`src/hdl/ptt_pkg.sv`:
```
// Package for the periodic timer table: field widths, command and result
// codes, the stored entry layout and the default table size.
// Depends on nothing.
package ptt_pkg;

   localparam int MAX_TIMERS_DEF = 16;

   localparam int CMD_W    = 2;
   localparam int TIME_W   = 48;
   localparam int OWNER_W  = 16;
   localparam int PERIOD_W = 31;
   localparam int KIND_W   = 3;
   localparam int TL_W     = 32;

   typedef enum logic [CMD_W-1:0] {
      CMD_REGISTER = 2'd0,
      CMD_DISPATCH = 2'd1,
      CMD_QUERY    = 2'd2,
      CMD_NONE     = 2'd3
   } cmd_type;

   typedef enum logic [KIND_W-1:0] {
      KIND_REGISTERED = 3'd0,
      KIND_FULL       = 3'd1,
      KIND_FIRED      = 3'd2,
      KIND_NONE_DUE   = 3'd3,
      KIND_TIMEOUT    = 3'd4
   } kind_type;

   localparam logic signed [TL_W-1:0] TL_NONE = -32'sd1;
   localparam logic signed [TL_W-1:0] TL_MAX  = 32'sh7FFF_FFFF;

   typedef struct packed {
      logic [OWNER_W-1:0]  owner;
      logic [PERIOD_W-1:0] period;
      logic [TIME_W-1:0]   due;
   } entry_type;

endpackage

```
`src/hdl/ptt_req_if.sv`:
```
// Request channel of the periodic timer table: valid/ready and the command
// payload. Depends on ptt_pkg.
interface ptt_req_if;
   logic                          valid;
   logic                          ready;
   logic [ptt_pkg::CMD_W-1:0]     command;
   logic [ptt_pkg::TIME_W-1:0]    now;
   logic [ptt_pkg::OWNER_W-1:0]   owner_id;
   logic [ptt_pkg::PERIOD_W-1:0]  period;

   modport source (output valid, command, now, owner_id, period, input ready);
   modport sink   (input valid, command, now, owner_id, period, output ready);
endinterface

```
`src/hdl/ptt_rsp_if.sv`:
```
// Result channel of the periodic timer table: valid/ready and the result
// payload. Depends on ptt_pkg.
interface ptt_rsp_if;
   logic                               valid;
   logic                               ready;
   logic [ptt_pkg::KIND_W-1:0]         kind;
   logic [ptt_pkg::OWNER_W-1:0]        fired_owner;
   logic signed [ptt_pkg::TL_W-1:0]    time_left;
   logic                               last;

   modport source (output valid, kind, fired_owner, time_left, last, input ready);
   modport sink   (input valid, kind, fired_owner, time_left, last, output ready);
endinterface

```
`src/hdl/periodic_timer_table_core.sv`:
```
// Periodic timer table core: entry memory, scan sequencer and result register.
// Depends on ptt_pkg, ptt_req_if and ptt_rsp_if.
//
// The block keeps up to MAX_TIMERS periodic timers in one synchronous memory
// (owner, period, due time per entry) and takes one request at a time. A
// register request gives one result. Dispatch and query walk the table
// through the memory's single read port, one entry per cycle, except that a
// full result register that is not taken holds a dispatch scan when another
// fired timer must be reported; dispatch writes each advanced due time back
// in the cycle it is examined and gives one result per fired timer, the final
// one flagged, or a single nothing-due result. Query gives one result with
// the time left to the earliest due time. Due times wrap at 48 bits.
module periodic_timer_table_core #(
   parameter int MAX_TIMERS = ptt_pkg::MAX_TIMERS_DEF
) (
   input  logic       clock,
   input  logic       reset,
   ptt_req_if.sink    req_ch,
   ptt_rsp_if.source  rsp_ch
);

   localparam int CW = $clog2(MAX_TIMERS + 1);
   localparam int IW = (MAX_TIMERS > 1) ? $clog2(MAX_TIMERS) : 1;
   localparam logic [CW-1:0] COUNT_MAX = CW'(MAX_TIMERS);

   typedef enum logic [3:0] {
      S_IDLE   = 4'b0001,
      S_REG    = 4'b0010,
      S_EVAL   = 4'b0100,
      S_FINISH = 4'b1000
   } state_type;

   state_type                     state_ff, state_in;
   logic [CW-1:0]                 count_ff, count_in;
   logic [IW-1:0]                 idx_ff, idx_in;
   ptt_pkg::cmd_type              cmd_ff, cmd_in;
   logic [ptt_pkg::TIME_W-1:0]    now_ff, now_in;
   logic [ptt_pkg::OWNER_W-1:0]   owner_ff, owner_in;
   logic [ptt_pkg::PERIOD_W-1:0]  period_ff, period_in;
   logic [ptt_pkg::TIME_W-1:0]    min_ff, min_in;
   logic                          pend_valid_ff, pend_valid_in;
   logic [ptt_pkg::OWNER_W-1:0]   pend_owner_ff, pend_owner_in;

   logic                          out_valid_ff, out_valid_in;
   ptt_pkg::kind_type             out_kind_ff, out_kind_in;
   logic [ptt_pkg::OWNER_W-1:0]   out_owner_ff, out_owner_in;
   logic signed [ptt_pkg::TL_W-1:0] out_tl_ff, out_tl_in;
   logic                          out_last_ff, out_last_in;

   ptt_pkg::entry_type            mem [MAX_TIMERS];
   ptt_pkg::entry_type            rd_data_ff;
   ptt_pkg::entry_type            wr_data;
   logic                          rd_en, wr_en;
   logic [IW-1:0]                 rd_addr, wr_addr;

   logic                          accept, out_free, emit, at_end, fire;
   logic [CW-1:0]                 idx_next;
   logic [ptt_pkg::TIME_W-1:0]    diff;

   always_ff @(posedge clock) begin
      if (wr_en) begin
         mem[wr_addr] <= wr_data;
      end
      if (rd_en) begin
         rd_data_ff <= mem[rd_addr];
      end
   end

   assign accept   = req_ch.valid && req_ch.ready;
   assign out_free = !out_valid_ff || rsp_ch.ready;
   assign idx_next = CW'(idx_ff) + CW'(1);
   assign at_end   = (idx_next == count_ff);
   assign fire     = (rd_data_ff.due <= now_ff);
   assign diff     = min_ff - now_ff;

   always_comb begin
      state_in      = state_ff;
      count_in      = count_ff;
      idx_in        = idx_ff;
      cmd_in        = cmd_ff;
      now_in        = now_ff;
      owner_in      = owner_ff;
      period_in     = period_ff;
      min_in        = min_ff;
      pend_valid_in = pend_valid_ff;
      pend_owner_in = pend_owner_ff;
      emit          = 1'b0;
      out_kind_in   = out_kind_ff;
      out_owner_in  = out_owner_ff;
      out_tl_in     = out_tl_ff;
      out_last_in   = out_last_ff;
      rd_en         = 1'b0;
      rd_addr       = idx_ff;
      wr_en         = 1'b0;
      wr_addr       = idx_ff;
      wr_data       = rd_data_ff;

      unique case (state_ff)
         S_IDLE: begin
            if (accept) begin
               cmd_in        = ptt_pkg::cmd_type'(req_ch.command);
               now_in        = req_ch.now;
               owner_in      = req_ch.owner_id;
               period_in     = req_ch.period;
               idx_in        = '0;
               pend_valid_in = 1'b0;
               rd_en         = 1'b1;
               rd_addr       = '0;
               case (ptt_pkg::cmd_type'(req_ch.command))
                  ptt_pkg::CMD_REGISTER: state_in = S_REG;
                  ptt_pkg::CMD_DISPATCH, ptt_pkg::CMD_QUERY: begin
                     state_in = (count_ff == '0) ? S_FINISH : S_EVAL;
                  end
                  default: state_in = S_IDLE;
               endcase
            end
         end
         S_REG: begin
            if (out_free) begin
               emit         = 1'b1;
               out_owner_in = '0;
               out_tl_in    = '0;
               out_last_in  = 1'b1;
               if (count_ff == COUNT_MAX) begin
                  out_kind_in = ptt_pkg::KIND_FULL;
               end else begin
                  out_kind_in    = ptt_pkg::KIND_REGISTERED;
                  wr_en          = 1'b1;
                  wr_addr        = count_ff[IW-1:0];
                  wr_data.owner  = owner_ff;
                  wr_data.period = period_ff;
                  wr_data.due    = now_ff + ptt_pkg::TIME_W'(period_ff);
                  count_in       = count_ff + CW'(1);
               end
               state_in = S_IDLE;
            end
         end
         S_EVAL: begin
            if (cmd_ff == ptt_pkg::CMD_QUERY) begin
               if (idx_ff == '0 || rd_data_ff.due < min_ff) begin
                  min_in = rd_data_ff.due;
               end
               if (at_end) begin
                  state_in = S_FINISH;
               end else begin
                  idx_in  = idx_next[IW-1:0];
                  rd_en   = 1'b1;
                  rd_addr = idx_next[IW-1:0];
               end
            end else if (!(fire && pend_valid_ff && !out_free)) begin
               if (fire) begin
                  wr_en       = 1'b1;
                  wr_data.due = rd_data_ff.due + ptt_pkg::TIME_W'(rd_data_ff.period);
                  if (pend_valid_ff) begin
                     emit         = 1'b1;
                     out_kind_in  = ptt_pkg::KIND_FIRED;
                     out_owner_in = pend_owner_ff;
                     out_tl_in    = '0;
                     out_last_in  = 1'b0;
                  end
                  pend_valid_in = 1'b1;
                  pend_owner_in = rd_data_ff.owner;
               end
               if (at_end) begin
                  state_in = S_FINISH;
               end else begin
                  idx_in  = idx_next[IW-1:0];
                  rd_en   = 1'b1;
                  rd_addr = idx_next[IW-1:0];
               end
            end
         end
         S_FINISH: begin
            if (out_free) begin
               emit         = 1'b1;
               out_last_in  = 1'b1;
               out_owner_in = '0;
               out_tl_in    = '0;
               if (cmd_ff == ptt_pkg::CMD_QUERY) begin
                  out_kind_in = ptt_pkg::KIND_TIMEOUT;
                  if (count_ff == '0) begin
                     out_tl_in = ptt_pkg::TL_NONE;
                  end else if (min_ff > now_ff) begin
                     if (diff[ptt_pkg::TIME_W-1:ptt_pkg::TL_W-1] != '0) begin
                        out_tl_in = ptt_pkg::TL_MAX;
                     end else begin
                        out_tl_in = ptt_pkg::TL_W'(diff[ptt_pkg::TL_W-2:0]);
                     end
                  end
               end else if (pend_valid_ff) begin
                  out_kind_in  = ptt_pkg::KIND_FIRED;
                  out_owner_in = pend_owner_ff;
               end else begin
                  out_kind_in = ptt_pkg::KIND_NONE_DUE;
               end
               state_in = S_IDLE;
            end
         end
         default: state_in = S_IDLE;
      endcase

      if (emit) begin
         out_valid_in = 1'b1;
      end else if (rsp_ch.ready) begin
         out_valid_in = 1'b0;
      end else begin
         out_valid_in = out_valid_ff;
      end
   end

   always_ff @(posedge clock) begin
      if (reset) begin
         state_ff      <= S_IDLE;
         count_ff      <= '0;
         pend_valid_ff <= 1'b0;
         out_valid_ff  <= 1'b0;
      end else begin
         state_ff      <= state_in;
         count_ff      <= count_in;
         pend_valid_ff <= pend_valid_in;
         out_valid_ff  <= out_valid_in;
      end
   end

   always_ff @(posedge clock) begin
      idx_ff        <= idx_in;
      cmd_ff        <= cmd_in;
      now_ff        <= now_in;
      owner_ff      <= owner_in;
      period_ff     <= period_in;
      min_ff        <= min_in;
      pend_owner_ff <= pend_owner_in;
      out_kind_ff   <= out_kind_in;
      out_owner_ff  <= out_owner_in;
      out_tl_ff     <= out_tl_in;
      out_last_ff   <= out_last_in;
   end

   assign req_ch.ready       = (state_ff == S_IDLE);
   assign rsp_ch.valid       = out_valid_ff;
   assign rsp_ch.kind        = out_kind_ff;
   assign rsp_ch.fired_owner = out_owner_ff;
   assign rsp_ch.time_left   = out_tl_ff;
   assign rsp_ch.last        = out_last_ff;

endmodule
```
`src/flat_wrapper.sv`:
```
// flat-port wrapper written by rule: the top's interface ports become plain ports
module periodic_timer_table_core_flat 
#(
   parameter int MAX_TIMERS = ptt_pkg::MAX_TIMERS_DEF
)
  (clock, reset, req_ch_valid, req_ch_command, req_ch_now, req_ch_owner_id, req_ch_period, req_ch_ready, rsp_ch_valid, rsp_ch_kind, rsp_ch_fired_owner, rsp_ch_time_left, rsp_ch_last, rsp_ch_ready);
  ptt_req_if req_ch_i ();
  ptt_rsp_if rsp_ch_i ();
  input  logic clock;
  input  logic reset;
  input wire logic [$bits(req_ch_i.valid)-1:0] req_ch_valid;
  input wire logic [$bits(req_ch_i.command)-1:0] req_ch_command;
  input wire logic [$bits(req_ch_i.now)-1:0] req_ch_now;
  input wire logic [$bits(req_ch_i.owner_id)-1:0] req_ch_owner_id;
  input wire logic [$bits(req_ch_i.period)-1:0] req_ch_period;
  output wire logic [$bits(req_ch_i.ready)-1:0] req_ch_ready;
  output wire logic [$bits(rsp_ch_i.valid)-1:0] rsp_ch_valid;
  output wire logic [$bits(rsp_ch_i.kind)-1:0] rsp_ch_kind;
  output wire logic [$bits(rsp_ch_i.fired_owner)-1:0] rsp_ch_fired_owner;
  output wire logic [$bits(rsp_ch_i.time_left)-1:0] rsp_ch_time_left;
  output wire logic [$bits(rsp_ch_i.last)-1:0] rsp_ch_last;
  input wire logic [$bits(rsp_ch_i.ready)-1:0] rsp_ch_ready;
  assign req_ch_i.valid = req_ch_valid;
  assign req_ch_i.command = req_ch_command;
  assign req_ch_i.now = req_ch_now;
  assign req_ch_i.owner_id = req_ch_owner_id;
  assign req_ch_i.period = req_ch_period;
  assign req_ch_ready = req_ch_i.ready;
  assign rsp_ch_valid = rsp_ch_i.valid;
  assign rsp_ch_kind = rsp_ch_i.kind;
  assign rsp_ch_fired_owner = rsp_ch_i.fired_owner;
  assign rsp_ch_time_left = rsp_ch_i.time_left;
  assign rsp_ch_last = rsp_ch_i.last;
  assign rsp_ch_i.ready = rsp_ch_ready;
  periodic_timer_table_core #(.MAX_TIMERS(MAX_TIMERS)) u_core (.clock(clock), .reset(reset), .req_ch(req_ch_i), .rsp_ch(rsp_ch_i));
endmodule
```
`config.mk`:
```
export PLATFORM = sky130hd
export DESIGN_NAME = periodic_timer_table_core_flat
export DESIGN_NICKNAME = d
export VERILOG_FILES = /design/src/hdl/ptt_pkg.sv /design/src/hdl/ptt_req_if.sv /design/src/hdl/ptt_rsp_if.sv /design/src/hdl/periodic_timer_table_core.sv /design/src/flat_wrapper.sv
export SDC_FILE = /design/constraint.sdc
export NUM_CORES = 2
export LEC_CHECK = 0
export BUFFER_PORTS_ARGS = -buffer_cell sky130_fd_sc_hd__buf_2
export CORE_MARGIN = 4
export CORE_UTILIZATION = 40
export CTS_BUF_LIST = sky130_fd_sc_hd__clkbuf_16
export DETAILED_ROUTE_END_ITERATION = 8
export GPL_TIMING_DRIVEN = 0
export PLACE_DENSITY = 0.69
export SYNTH_ARGS = -nofsm -noshare
export SYNTH_HDL_FRONTEND = slang
export SYNTH_SLANG_ARGS = --single-unit
export TNS_END_PERCENT = 5
```
`constraint.sdc`:
```
create_clock -name clock -period 6.9 [get_ports clock]
set_input_delay 0.345 -clock clock [delete_from_list [all_inputs] [get_ports clock]]
set_output_delay 0.345 -clock clock [all_outputs]
set_load 0.05 [all_outputs]
```
==> qor_table.md <==
| Metric | This run | Unit |
|---|---|---|
| Outcome | complete, but fails checks | - |
| Violations in the final reports | capacitance limit, slew limit | - |
| Final TNS setup | 0 | ns |
| Critical Path Max Stage Delay | 0.83 | ns |
| Wire per inst | 27.2 | um |
| Final worst hold slack | 0.0820 | ns |
| Number of failing setup endpoints in the final timing report | 0 | - |
| Category of the critical setup timing path | reg -> reg | - |
| Tightest Pin Transition | 1.62 | ns |
| Cell type with the highest aggregate area in the netlist | sky130_fd_sc_hd__edfxtp_1 | - |
| Setup repair bufs after CTS | 0 | - |
| Required time of the critical path | 7.47 | ns |
| Number of vias per cell after detailed routing | 5.95 | - |
| Total DRC errors in the routed layout | 0 | - |
| Total half-perimeter wirelength after legalization and detailed placement | 178000 | um |
| Avg Cell Area, Syn | 13.5 | sq um |
| Pins over their slew limit | 22 | - |
| Worst slew margin relative to its limit | -0.0784 | - |
| Input/output buffers | 154 | - |
| Standard cell core area | 200000 | sq um |
| Data arrival time of the worst path | 7.32 | ns |
| Static power due to leakage | 32.4 | nW |
| Starting DRT DRC Count | 7710 | - |
| Fraction of final layout cells with drive strength greater than 1 | 0.101 | - |
| Peak clock frequency supported by timing | 148 | MHz |
| Final hold vios | 0 | - |
| Area grow syn2layout | 15.9 | % |
| # rows | 164 | - |
| Total wirelength of the detailed-routed design | 253000 | um |
| Top_reg_cell synth | sky130_fd_sc_hd__edfxtp_1 | - |
| Post-route total power | 0.0287 | W |
| Synth Register Bits | 1843 | - |
| Gate family responsible for the most delay along the worst path | buffers and inverters | - |
| Cts bufs inserted | 178 | - |
| Gate count of the mapped netlist | 5942 | - |
| Classification of the worst-slack hold path | in -> reg | - |
| Count of yosys warnings during synthesis | 0 | - |
| Hold Path Stages | 4 | - |
| Via count of the first global-routing pass | 53700 | - |
| Antenna violations before repair | 35 | - |
| Count of cells resized by post-cts repair | 0 | - |
| Period Utilization, post-route | 0.978 | - |
| Worst skew pair latency | 0.85 | ns |
| Floorplan die area | 208000 | sq um |
| Residual overflow from global routing | 0 | - |
| CTS H-tree lvls | 4 | - |
| Share of the synthesized area in the top cell type | 0.685 | - |
| Post-synthesis net count | 6257 | - |
| Wire length of the first global-routing pass | 361000 | um |
| GRT Overall Usage | 0.234 | - |
| Worst-path cell with the longest stage delay | sky130_fd_sc_hd__buf_1 | - |
| Startpoint Class | register | - |
| Critical path depth in cells | 12 | - |
| Number of nets in the finished design | 6777 | - |
| Crit-path max FO | 11 | - |
| Cell at the root of the clock tree | sky130_fd_sc_hd__clkbuf_16 | - |
| Reg-to-reg slack, setup | 0.15 | ns |
| Layout Cell Area excl Fill | 92900 | sq um |
| Number of different library cells in the post-synthesis netlist | 82 | - |
| CTS tree | done | - |
| Antenna Nets Post-Route | 0 | - |
| CP endpoint kind | register | - |
| List of cells traversed by the critical path | ha_1 > nand4_2 > nor4_1 > o21ai_0 > o211ai_2 > nand2_1 > mux2i_1 > clkbuf_2 > buf_2 > buf_1 > a311oi_1 > or4_1 | - |
| Largest cells by area after synthesis | sky130_fd_sc_hd__edfxtp_1, sky130_fd_sc_hd__nand2_1, sky130_fd_sc_hd__a311oi_1 | - |
| Number of top-level pins | 155 | - |
| Unrepaired setup endpoints after global routing | false | - |
| Critical path buffers and inverters | 3 | - |
| Sequential share of the synthesized area | 0.688 | - |
| Iteration count of the initial detailed-routing pass | 6 | - |
| Cell Pwr Density | 309 | nW/um^2 |
| Initial Util | 0.402 | - |
| Number of synthesized flops with an enable pin | 1828 | - |
| Area of the mapped netlist | 80200 | sq um |
| Clock Skews | 0.0518 | ns |
| X dimension of the die | 456 | um |
| Count of cells along the worst register-to-register path | 12 | - |
| Cell area after placement | 86100 | sq um |
| Max Buffers Root-to-Sink | 3 | - |
| Routability congestion estimate | 0.935 | - |
| Clock transition at the register clock pins on the worst setup and hold paths after CTS | 0.06 | ns |
| Total number of vias | 55400 | - |
| Die Y | 456 | um |
| Number of max-capacitance violations reported | 2 | - |
| Min cycle time layout | 6.75 | ns |
| Pin count of the biggest net entering global routing | 57 | - |
| Worst ir drop on vdd | 0.000284 | V |
| CTS sink cnt | 1843 | - |
| Proportion of synthesized flip-flops having asynchronous set or reset | 0 | - |
metrics by stage:
| stage | utilization | worst slack (ns) | cells |
|---|---|---|---|
| after detailed placement | 0.431 | 0.210 | 8837 |
| after global placement | 0.422 | -6.09 | 8752 |
| after CTS | 0.465 | 0.164 | 9266 |
| after global routing | 0.465 | 0.0597 | 9270 |
| after floorplan | - | -0.181 | 5942 |
| final | 0.466 | 0.154 | 9304 |
kinds of logic after synthesis:
family,Yosys count,share of synthesized area
mux,9,0.00120
flops,1843,0.688
buf+inv,547,0.0282
simple gates,1879,0.113
xor+xnor,114,0.0125
fa+ha+maj,214,0.0337
compound gates,1336,0.123
layout by cell type (no fill, tap or decap), types with 91 or more instances in the layout:
master                          instances
sky130_fd_sc_hd__a211oi_1             392
sky130_fd_sc_hd__a21oi_1              184
sky130_fd_sc_hd__a311oi_1             381
sky130_fd_sc_hd__and3_1               401
sky130_fd_sc_hd__buf_2                248
sky130_fd_sc_hd__clkbuf_1             257
sky130_fd_sc_hd__clkbuf_16            178
sky130_fd_sc_hd__dlygate4sd3_1        100
sky130_fd_sc_hd__edfxtp_1            1828
sky130_fd_sc_hd__ha_1                 211
sky130_fd_sc_hd__inv_1                191
sky130_fd_sc_hd__nand2_1             1030
sky130_fd_sc_hd__nor2_1                91
sky130_fd_sc_hd__or4_1                 99
synth_stat cells (8+ instances only):
| master | n |
|---|---|
| sky130_fd_sc_hd__edfxtp_1 | 1828 |
| sky130_fd_sc_hd__nand2_1 | 1031 |
| sky130_fd_sc_hd__and3_1 | 401 |
| sky130_fd_sc_hd__a211oi_1 | 393 |
| sky130_fd_sc_hd__a311oi_1 | 381 |
| sky130_fd_sc_hd__clkbuf_1 | 263 |
| sky130_fd_sc_hd__ha_1 | 211 |
| sky130_fd_sc_hd__a21oi_1 | 185 |
| sky130_fd_sc_hd__inv_1 | 153 |
| sky130_fd_sc_hd__nor2_1 | 107 |
| sky130_fd_sc_hd__o21ai_0 | 101 |
| sky130_fd_sc_hd__or4_1 | 99 |
| sky130_fd_sc_hd__buf_2 | 91 |
| sky130_fd_sc_hd__a21o_1 | 80 |
| sky130_fd_sc_hd__xnor2_1 | 68 |
| sky130_fd_sc_hd__xor2_1 | 46 |
| sky130_fd_sc_hd__nand3_1 | 39 |
| sky130_fd_sc_hd__and2_1 | 32 |
| sky130_fd_sc_hd__nand4_1 | 32 |
| sky130_fd_sc_hd__nand2b_1 | 28 |
| sky130_fd_sc_hd__nor2b_1 | 25 |
| sky130_fd_sc_hd__nor3_1 | 25 |
| sky130_fd_sc_hd__a22oi_1 | 20 |
| sky130_fd_sc_hd__o211ai_1 | 20 |
| sky130_fd_sc_hd__a31oi_1 | 19 |
| sky130_fd_sc_hd__o21bai_1 | 17 |
| sky130_fd_sc_hd__buf_1 | 16 |
| sky130_fd_sc_hd__dfxtp_1 | 15 |
| sky130_fd_sc_hd__nor4_1 | 15 |
| sky130_fd_sc_hd__o311ai_0 | 13 |
| sky130_fd_sc_hd__a211o_1 | 11 |
| sky130_fd_sc_hd__o21a_1 | 10 |
| sky130_fd_sc_hd__o221ai_1 | 10 |
| sky130_fd_sc_hd__or3_1 | 10 |
| sky130_fd_sc_hd__a2111oi_0 | 9 |
| sky130_fd_sc_hd__a221oi_1 | 8 |
| sky130_fd_sc_hd__buf_6 | 8 |
| sky130_fd_sc_hd__clkbuf_2 | 8 |
metal layers:
metal,track usage,part of all wire
met5,0,0.00065
met4,0.137,0.058
met3,0.0596,0.11
met2,0.367,0.46
met1,0.295,0.37
power by group:
group,internal (W),switching [W],leakage [nW]
logic,0.00155,0.00355,12.7
clock network,0.00527,0.00433,2.95
registers,0.0134,0.000638,16.7
worst paths after layout:
check | start | end
max | u_core.rd_data_ff[46]$_DFFE_PP_ | u_core.rd_data_ff[92]$_DFFE_PP_
min | rsp_ch_ready | u_core.rsp_ch.last$_DFFE_PP_
max reg2reg | u_core.rd_data_ff[46]$_DFFE_PP_ | u_core.rd_data_ff[92]$_DFFE_PP_
min reg2reg | u_core.rd_data_ff[82]$_DFFE_PP_ | u_core.pend_owner_ff[3]$_DFFE_PP_
area by class of cell:
type                       count  area (sq um)
fill                       17100        107000
antenna                       37          92.6
clock inverter               151          1300
sequential                  1843         55200
tap                         2656          3320
multi-input combinational   3552         23000
buffer                       392          1690
inverter                     154           581
timing repair buffer         341          3340
clock buffer                 178          4450
timing repair:
item	4_1_cts	5_1_grt
hold buffers	100	0
hold endpoints to repair	100	0
setup endpoints to repair	0	5
flip-flops by register name (all words and copies together), names as in the netlist:
register and flops:
u_core.rd_data_ff 95, u_core.rsp_ch.last 1, u_core.rsp_ch.valid 1, u_core.rsp_ch.time_left 32, u_core.mem 1520, u_core.idx_ff 4
u_core.now_ff 48, u_core.period_ff 31, u_core.min_ff 48, u_core.pend_valid_ff 1, u_core.cmd_ff 2, u_core.rsp_ch.fired_owner 16
u_core.owner_ff 16, u_core.count_ff 5, u_core.pend_owner_ff 16, u_core.rsp_ch.kind 3, u_core.state_ff 4
worst min-delay path, cell delays in order:
cell and delay, ns:
sky130_fd_sc_hd__buf_2 0.08, sky130_fd_sc_hd__nor2b_1 0.03, sky130_fd_sc_hd__buf_4 0.18, sky130_fd_sc_hd__nor2b_1 0.13
Power figures use the tool's default switching activity.
